$ cat config.mk
export PLATFORM = sky130hd
export DESIGN_NAME = rtch_divider
export DESIGN_NICKNAME = d
export VERILOG_FILES = /design/src/rtl/core/ratio_test_candidate_heap_unit_assert.svh /design/src/rtl/core/rtch_pkg.sv /design/src/rtl/core/rtch_divider.sv
export SDC_FILE = /design/constraint.sdc
export NUM_CORES = 1
export LEC_CHECK = 0
export ABC_CLOCK_PERIOD_IN_PS = 4300
export BUFFER_PORTS_ARGS = -buffer_cell sky130_fd_sc_hd__buf_2
export CAP_MARGIN = 40
export CORE_MARGIN = 2
export CORE_UTILIZATION = 45
export DETAILED_ROUTE_END_ITERATION = 6
export PLACE_DENSITY_LB_ADDON = 0.3
export SLEW_MARGIN = 20
export SYNTH_ARGS = -nofsm -noshare
export SYNTH_HDL_FRONTEND = slang
export SYNTH_SLANG_ARGS = --single-unit
$ cat constraint.sdc
create_clock -name clk -period 4.3 [get_ports clk]
set_input_delay 0.86 -clock clk [delete_from_list [all_inputs] [get_ports clk]]
set_output_delay 0.86 -clock clk [all_outputs]
set_load 0.05 [all_outputs]
$ cat src/rtl/core/ratio_test_candidate_heap_unit_assert.svh
// Assertion macros for the ratio-test candidate heap.
`ifndef RATIO_TEST_CANDIDATE_HEAP_UNIT_ASSERT_SVH
`define RATIO_TEST_CANDIDATE_HEAP_UNIT_ASSERT_SVH
`ifndef SYNTHESIS
`define RTCH_ASSERT_IMP(label, clk, rst_n, ante, cons) \
	label: assert property (@(posedge clk) disable iff (!rst_n) (ante) |-> (cons)) \
	else $error("assertion failed");
`define RTCH_ASSERT_NXT(label, clk, rst_n, ante, cons) \
	label: assert property (@(posedge clk) disable iff (!rst_n) (ante) |=> (cons)) \
	else $error("assertion failed");
`else
`define RTCH_ASSERT_IMP(label, clk, rst_n, ante, cons)
`define RTCH_ASSERT_NXT(label, clk, rst_n, ante, cons)
`endif
`endif

$ cat src/rtl/core/rtch_pkg.sv
// Shared types and constants for the ratio-test candidate heap.
package rtch_pkg;
	localparam int HeapDepth = 64;
	localparam int PosBits = $clog2(HeapDepth);
	localparam int CntBits = PosBits + 1;
	localparam int FracBits = 16;
	localparam int IndexBits = 16;
	localparam int SumBits = 40;

	localparam logic [1:0] OP_CLEAR = 2'd0;
	localparam logic [1:0] OP_OFFER = 2'd1;
	localparam logic [1:0] OP_READ = 2'd2;

	localparam logic [2:0] ACT_ADDED = 3'd0;
	localparam logic [2:0] ACT_REPLACED = 3'd1;
	localparam logic [2:0] ACT_DISCARDED = 3'd2;
	localparam logic [2:0] ACT_FULL = 3'd3;
	localparam logic [2:0] ACT_ZERO_PIVOT = 3'd4;
	localparam logic [2:0] ACT_OTHER = 3'd5;

	typedef struct packed {
		logic [1:0] op;
		logic signed [31:0] reduced_cost;
		logic signed [31:0] pivot_coef;
		logic [31:0] bound_range;
		logic [IndexBits-1:0] var_index;
		logic [5:0] read_pos;
	} in_item_t;

	typedef struct packed {
		logic [2:0] action;
		logic [6:0] entry_count;
		logic [SumBits-1:0] slope_total;
		logic signed [31:0] entry_score;
		logic [IndexBits-1:0] entry_index;
	} out_item_t;

	// One heap entry as stored in memory.
	typedef struct packed {
		logic signed [31:0] score;
		logic [IndexBits-1:0] vidx;
		logic [31:0] slope;
	} entry_t;

	function automatic logic key_less(input entry_t a, input entry_t b);
		if (a.score != b.score) return a.score < b.score;
		return a.vidx < b.vidx;
	endfunction
endpackage

$ cat src/rtl/core/rtch_divider.sv
// Serial signed Q16.16 divider with saturation, one quotient bit per cycle.
module rtch_divider import rtch_pkg::*; (
	input logic clk,
	input logic arst_n,
	input logic start,
	input logic signed [31:0] num,
	input logic signed [31:0] den,
	output logic done,
	output logic signed [31:0] quot
);
	localparam int NumBits = 32 + FracBits;

	logic [NumBits-1:0] dvd_q;
	logic [NumBits-1:0] quo_q;
	logic [32:0] rem_q;
	logic [31:0] dsr_q;
	logic neg_q;
	logic [5:0] cnt_q;
	logic busy_q;
	logic [33:0] trial;
	logic [NumBits:0] mag;

	assign trial = {rem_q, dvd_q[NumBits-1]} - {2'b0, dsr_q};

	always_ff @(posedge clk or negedge arst_n) begin
		if (!arst_n) begin
			busy_q <= 1'b0;
			done <= 1'b0;
			cnt_q <= '0;
		end else begin
			done <= 1'b0;
			if (start) begin
				busy_q <= 1'b1;
				cnt_q <= 6'(NumBits);
			end else if (busy_q) begin
				cnt_q <= cnt_q - 6'd1;
				if (cnt_q == 6'd1) begin
					busy_q <= 1'b0;
					done <= 1'b1;
				end
			end
		end
	end

	always_ff @(posedge clk) begin
		if (start) begin
			dvd_q <= {(num[31] ? 32'(-num) : 32'(num)), {FracBits{1'b0}}};
			dsr_q <= den[31] ? 32'(-den) : 32'(den);
			neg_q <= num[31] ^ den[31];
			rem_q <= '0;
			quo_q <= '0;
		end else if (busy_q) begin
			dvd_q <= {dvd_q[NumBits-2:0], 1'b0};
			if (!trial[33]) begin
				rem_q <= trial[32:0];
				quo_q <= {quo_q[NumBits-2:0], 1'b1};
			end else begin
				rem_q <= {rem_q[31:0], dvd_q[NumBits-1]};
				quo_q <= {quo_q[NumBits-2:0], 1'b0};
			end
		end
	end

	always_comb begin
		mag = {1'b0, quo_q};
		if (neg_q) begin
			if (mag > (NumBits+1)'(33'h080000000)) quot = 32'sh80000000;
			else quot = 32'(-mag[31:0]);
		end else begin
			if (mag > (NumBits+1)'(33'h07fffffff)) quot = 32'sh7fffffff;
			else quot = mag[31:0];
		end
	end
endmodule

# --- Yosys cells after proc, flatten, opt, wreduce, memory -nomap -nowiden ---
# Index checks and enable logic that the tools add are counted.
totals:
  out_inout_bits: 33
  register_bits: 154
  input_bits: 67
classes:
  n_eq_ne: 1
  n_mux: 17
  n_addsub: 5
  bitwise: 1
  reduce_logical: 1
  order_cmp: 2
op_table:
  columns: ["cell", "n"]
  rows:
  - ["$mux 32", 4]
  - ["$mux 48", 2]
  - ["$neg 32->32", 3]
  - ["$gt 48x31->1 const B", 1]
  - ["$gt 48x32->1 const B", 1]
  - ["$sub 34x32->34", 1]
  - ["$mux 33", 1]
  - ["$mux 31", 1]
  - ["$mux 6", 2]
  - ["$mux 1", 7]
  - ["$eq 6x1->1 const B", 1]
  - ["$sub 6x1->6 const B", 1]
  - ["$reduce_bool 2->1", 1]
  - ["$xor 1x1->1", 1]

# --- Logic depth before layout (Yosys ltp) ---
logic_depth:
  ltp_word: 4
  ltp_mapped: 13
  ltp_nobuf: 11

# --- Worst setup path after synthesis ---
# OpenSTA, ideal clock, no wires.
synth_timing:
  path_type: "reg-to-output"
  from: "register quo_q[0]"
  to: "output quot[16]"
  path_stages_with_launch: 13
  path_buffers: 2
  arrival_ns: 4.679
  required_time_ns: 3.440
  setup_slack_ns: -1.239
  cell_sequence: "dfxtp_1 inv_1 ha_1 or3b_1 or4_1 nor4_2 nand4b_1 a21o_1 clkbuf_1 inv_1 nand2_1 clkbuf_1 o311ai_0"
synth_between:
  elab_chain_cells: 3
synth_rtl:
  columns: ["item", "line_no", "source"]
  rows:
  - ["start, declared", "rtch_divider.sv:14", "logic [NumBits-1:0] quo_q;"]
  - ["start signal, assigned", "rtch_divider.sv:56", "quo_q <= {quo_q[NumBits-2:0], 1'b1};"]
  - ["start signal, assigned", "rtch_divider.sv:59", "quo_q <= {quo_q[NumBits-2:0], 1'b0};"]
  - ["$gt 48x31->1 (tied with other cells)", "rtch_divider.sv:70", "if (mag > (NumBits+1)'(33'h07fffffff)) quot = 32'sh7fffffff;"]
  - ["$mux 32 (on tied branches)", "rtch_divider.sv:70, rtch_divider.sv:67", null]
  - ["$mux 32 *", "rtch_divider.sv:66", "if (neg_q) begin"]
  - ["end, declared", "rtch_divider.sv:9", "output logic signed [31:0] quot"]
# Every way passes the cells marked *; elsewhere a longest branch is shown, timed or not.

# --- Worst setup path after layout ---
layout_timing:
  from: "register quo_q[10]"
  to: "output quot[31]"
# Same word-level chain as after synthesis.

==> metrics.yaml <==
floorplanning:
  coreArea_um2: 22000
  io_pins: 100
  die_y_um: 154
  die_w_um: 154
  rows: 54
  die-area_um2: 23800
  initial_utilization_pct: 46.3
global_routing:
  grt.overflow.total: 0
  grt_pass1_wl_um: 42100
  grt_max_degree: 82
  antenna_found_initial: 3
  grtUsageTotal_pct: 21.3
  grt_pass1_vias: 8642
worst_setup_path:
  crit_end: "quot[31]"
  path_class: "register to output port"
  cp_data_required_time_ns: 3.44
  r2r-end: "rem_q[0]"
  r2r_setup_slack_ns: 1.04
  reg2reg_depth: 12
  cp.arrival_ns: 3.59
  startpoint: "quo_q[10]"
  startpoint_type: "register"
  path_cells: "or3_4, or4_4, or4b_4, or4_4, or3_4, nor3_4, xor2_1, a21boi_2, buf_6"
  crit_slowest_cell: "or4_4"
  worst-path-max-fanout: 3
  r2r-start: "dsr_q[1]"
  critPathMaxStageDelay_ns: 0.54
  endpoint_kind: "output port"
placed_design:
  dp_hpwl_um: 17300
  placed_area_um2: 11200
  pre_cts_slack_ns: -0.00147
  dp_cells: 1527
  gp_congestion: 0.890
  io_buffers: 99
logic_synthesis:
  synth_edf_count: 65
  syn_inst: 1201
  synth_area_um2: 10200
  synthTopCellsByArea: "edfxtp_1 19%, dfxtp_1 16%, nor2_1 5.5%"
  yosys.cell_types.count: 68
  synth_seq_cells: 154
  yosys.area.top_type: "edfxtp_1"
  seq_area_frac_synth_pct: 37.2
  synth_fp_nets: 1306
  ys_dominant_reg_cell: "dfxtp_1"
  syn_area_per_cell_um2: 8.46
  yosysWarnings: 0
  synth-async-reset-ratio_pct: 5.19
  synth.top_cell.area_share_pct: 19.2
cells_and_area:
  n_fill_cell: 1929
  final_util_pct: 56.7
  register_area_um2: 3780
  layout-drive-gt1-share_pct: 18.8
  syn2layout_area_growth_pct: 22.7
  finalInstanceArea_um2: 12500
  nets: 1388
  final_cells: 1577
  multiInputGateArea_um2: 6410
clock_network:
  clk_pin_slew_ns: 0.07
  cts_buffers: 17
  clkSinkCount: 154
  clock_latency_ns: 0.43
  post_cts_hold_buffer_count: 0
  tritoncts: "yes"
  cts_buffer_depth: 2
  clock-root-buffer: "clkbuf_16"
  h-tree-depth: 4
route:
  wirelength_um: 25100
  vias_per_cell: 5.74
  wl_per_cell_um: 15.9
  drtIter0Drc: 728
  drtPass1Iterations: 7
  final_antenna_net_count: 0
  drcViolationCount: 0
  vias: 9051
pwr:
  cellLeakagePower_nw: 5.42
  peakVddDrop_uv: 281
  p_total_mw: 6.82
  p_per_area_nw_per_um2: 547
timing:
  finalCriticalPeriod_ns: 4.45
  fin_skew_ns: 0.00915
  max_freq_ghz: 0.225
  relSlewSlack_pct: 51.1
  worst_pin_slew_ns: 0.716
  holdWs_ns: 0.274
  grt_setup_unrepaired: "true"
  hold_viol_final: 0
  drv_slew: 0
  finalSetupViolCount: 6
  fin_setup_tns_ns: -0.298
  fin_crit_sh_pct: 103
  finalWorstSetupSlack_ns: -0.146
run_status:
  violations: "negative setup slack"
  status: "complete, but fails checks"
flow_run:
  drv_cap: 0
min_path:
  hp-class: "input pin to asynchronous set/reset pin"
[Yosys cell counts, types with 11 or more instances]
cell type	n
nor2_1	148
nand2_1	127
dfxtp_1	81
a21oi_1	73
inv_1	67
edfxtp_1	65
clkbuf_1	63
o21ai_0	62
mux2i_1	50
xnor2_1	47
xor2_1	38
ha_1	37
nor3_1	28
a311oi_1	27
o311ai_0	26
or3_1	26
o31ai_1	24
o41ai_1	17
nand4_1	12
a21o_1	11
nand2b_1	11
nor4_1	11
or4_1	11
[layer usage]
metal	routed length (µm)	global-route usage [%]	share of wire, %
met1	12100	29.8	48
met2	11300	33.9	45
met3	1340	3.39	5.3
met4	378	6.54	1.5
met5	27	0	0.11
[worst max-delay path, delay by kind of cell (launching register included)]
family / cells / cell delay [ns]
AOI/OAI and AO/OA: 1 / 0.19
xor gates and xnor gates: 1 / 0.10
buffers and inverters: 1 / 0.18
DFF: 1 / 0.32
and+or+nand+nor: 6 / 2.37
[worst min path at each step]
stage	start	endpoint	slack (ns)	depth (start not counted)
floorplan	quo_q[47]	quo_q[47]	0.46	2
global placement	quo_q[47]	quo_q[47]	0.47	2
detailed placement	rem_q[9]	rem_q[10]	0.49	2
CTS	arst_n	done	0.27	1
global route	arst_n	done	0.27	1
finish	arst_n	done	0.27	1
[sequential cells by signal, summed over array words and instances, names as in the netlist]
signal	cells
dvd_q	32
dsr_q	32
rem_q	33
done	1
cnt_q	6
busy_q	1
neg_q	1
quo_q	48
[layout make-up]
class,count,share of cell area [%]
flip-flops and latches,154,30.4
clock inverters,11,0.934
repair buffers,137,8.18
diodes,1,0.0201
clock buffers,21,4.13
inverters,68,2.11
multi-input cells,905,51.4
well taps,280,2.81
[placed cells by master (no fill, tap or decap), types with 7 or more instances in the layout]
master     count
a21o_1        10
xor2_1        38
xnor2_1       47
or4_1         10
o21ai_0       56
dfxtp_1       78
nor3_1        26
o31ai_1       24
o311ai_4      22
nand2b_1      10
edfxtp_1      65
o211ai_1       7
dfrtp_1        7
o41ai_1       10
buf_2         70
o41ai_2        7
nand4_1       12
buf_6         29
or3_1         26
a211oi_1       7
nand3_1       10
nor4_1        10
nand2_1      125
buf_4         33
a21oi_1       72
inv_1         64
a311oi_1      27
mux2i_1       50
clkbuf_16     21
or2_2          8
ha_1          36
nor2_1       147
[cell families (layout without fill, tap and decap cells)]
logic type | count (synthesis) | count (layout) | synth area share (%)
AOI/OAI and AO/OA | 299 | 299 | 19.9
muxes | 54 | 54 | 5.37
and+or+nand+nor | 428 | 429 | 20.0
buffers and inverters | 143 | 237 | 5.51
adders and majority gates | 38 | 38 | 4.76
xor gates and xnor gates | 85 | 85 | 7.33
other | 0 | 1 | 0
DFF | 154 | 154 | 37.2
[power breakdown]
group / internal, mW / switching, mW
Clock: 0.933 / 0.650
Sequential: 1.74 / 0.132
Combinational: 1.37 / 2.00
Total: 4.04 / 2.78
[what timing repair did]
item,4_1_cts,5_1_grt
resized for setup,62,47
endpoints found under the setup margin,30,30
cloned,2,1
pin swaps,11,5
buffers inserted,10,3
No activity file was read; power rests on OpenSTA's default activity.
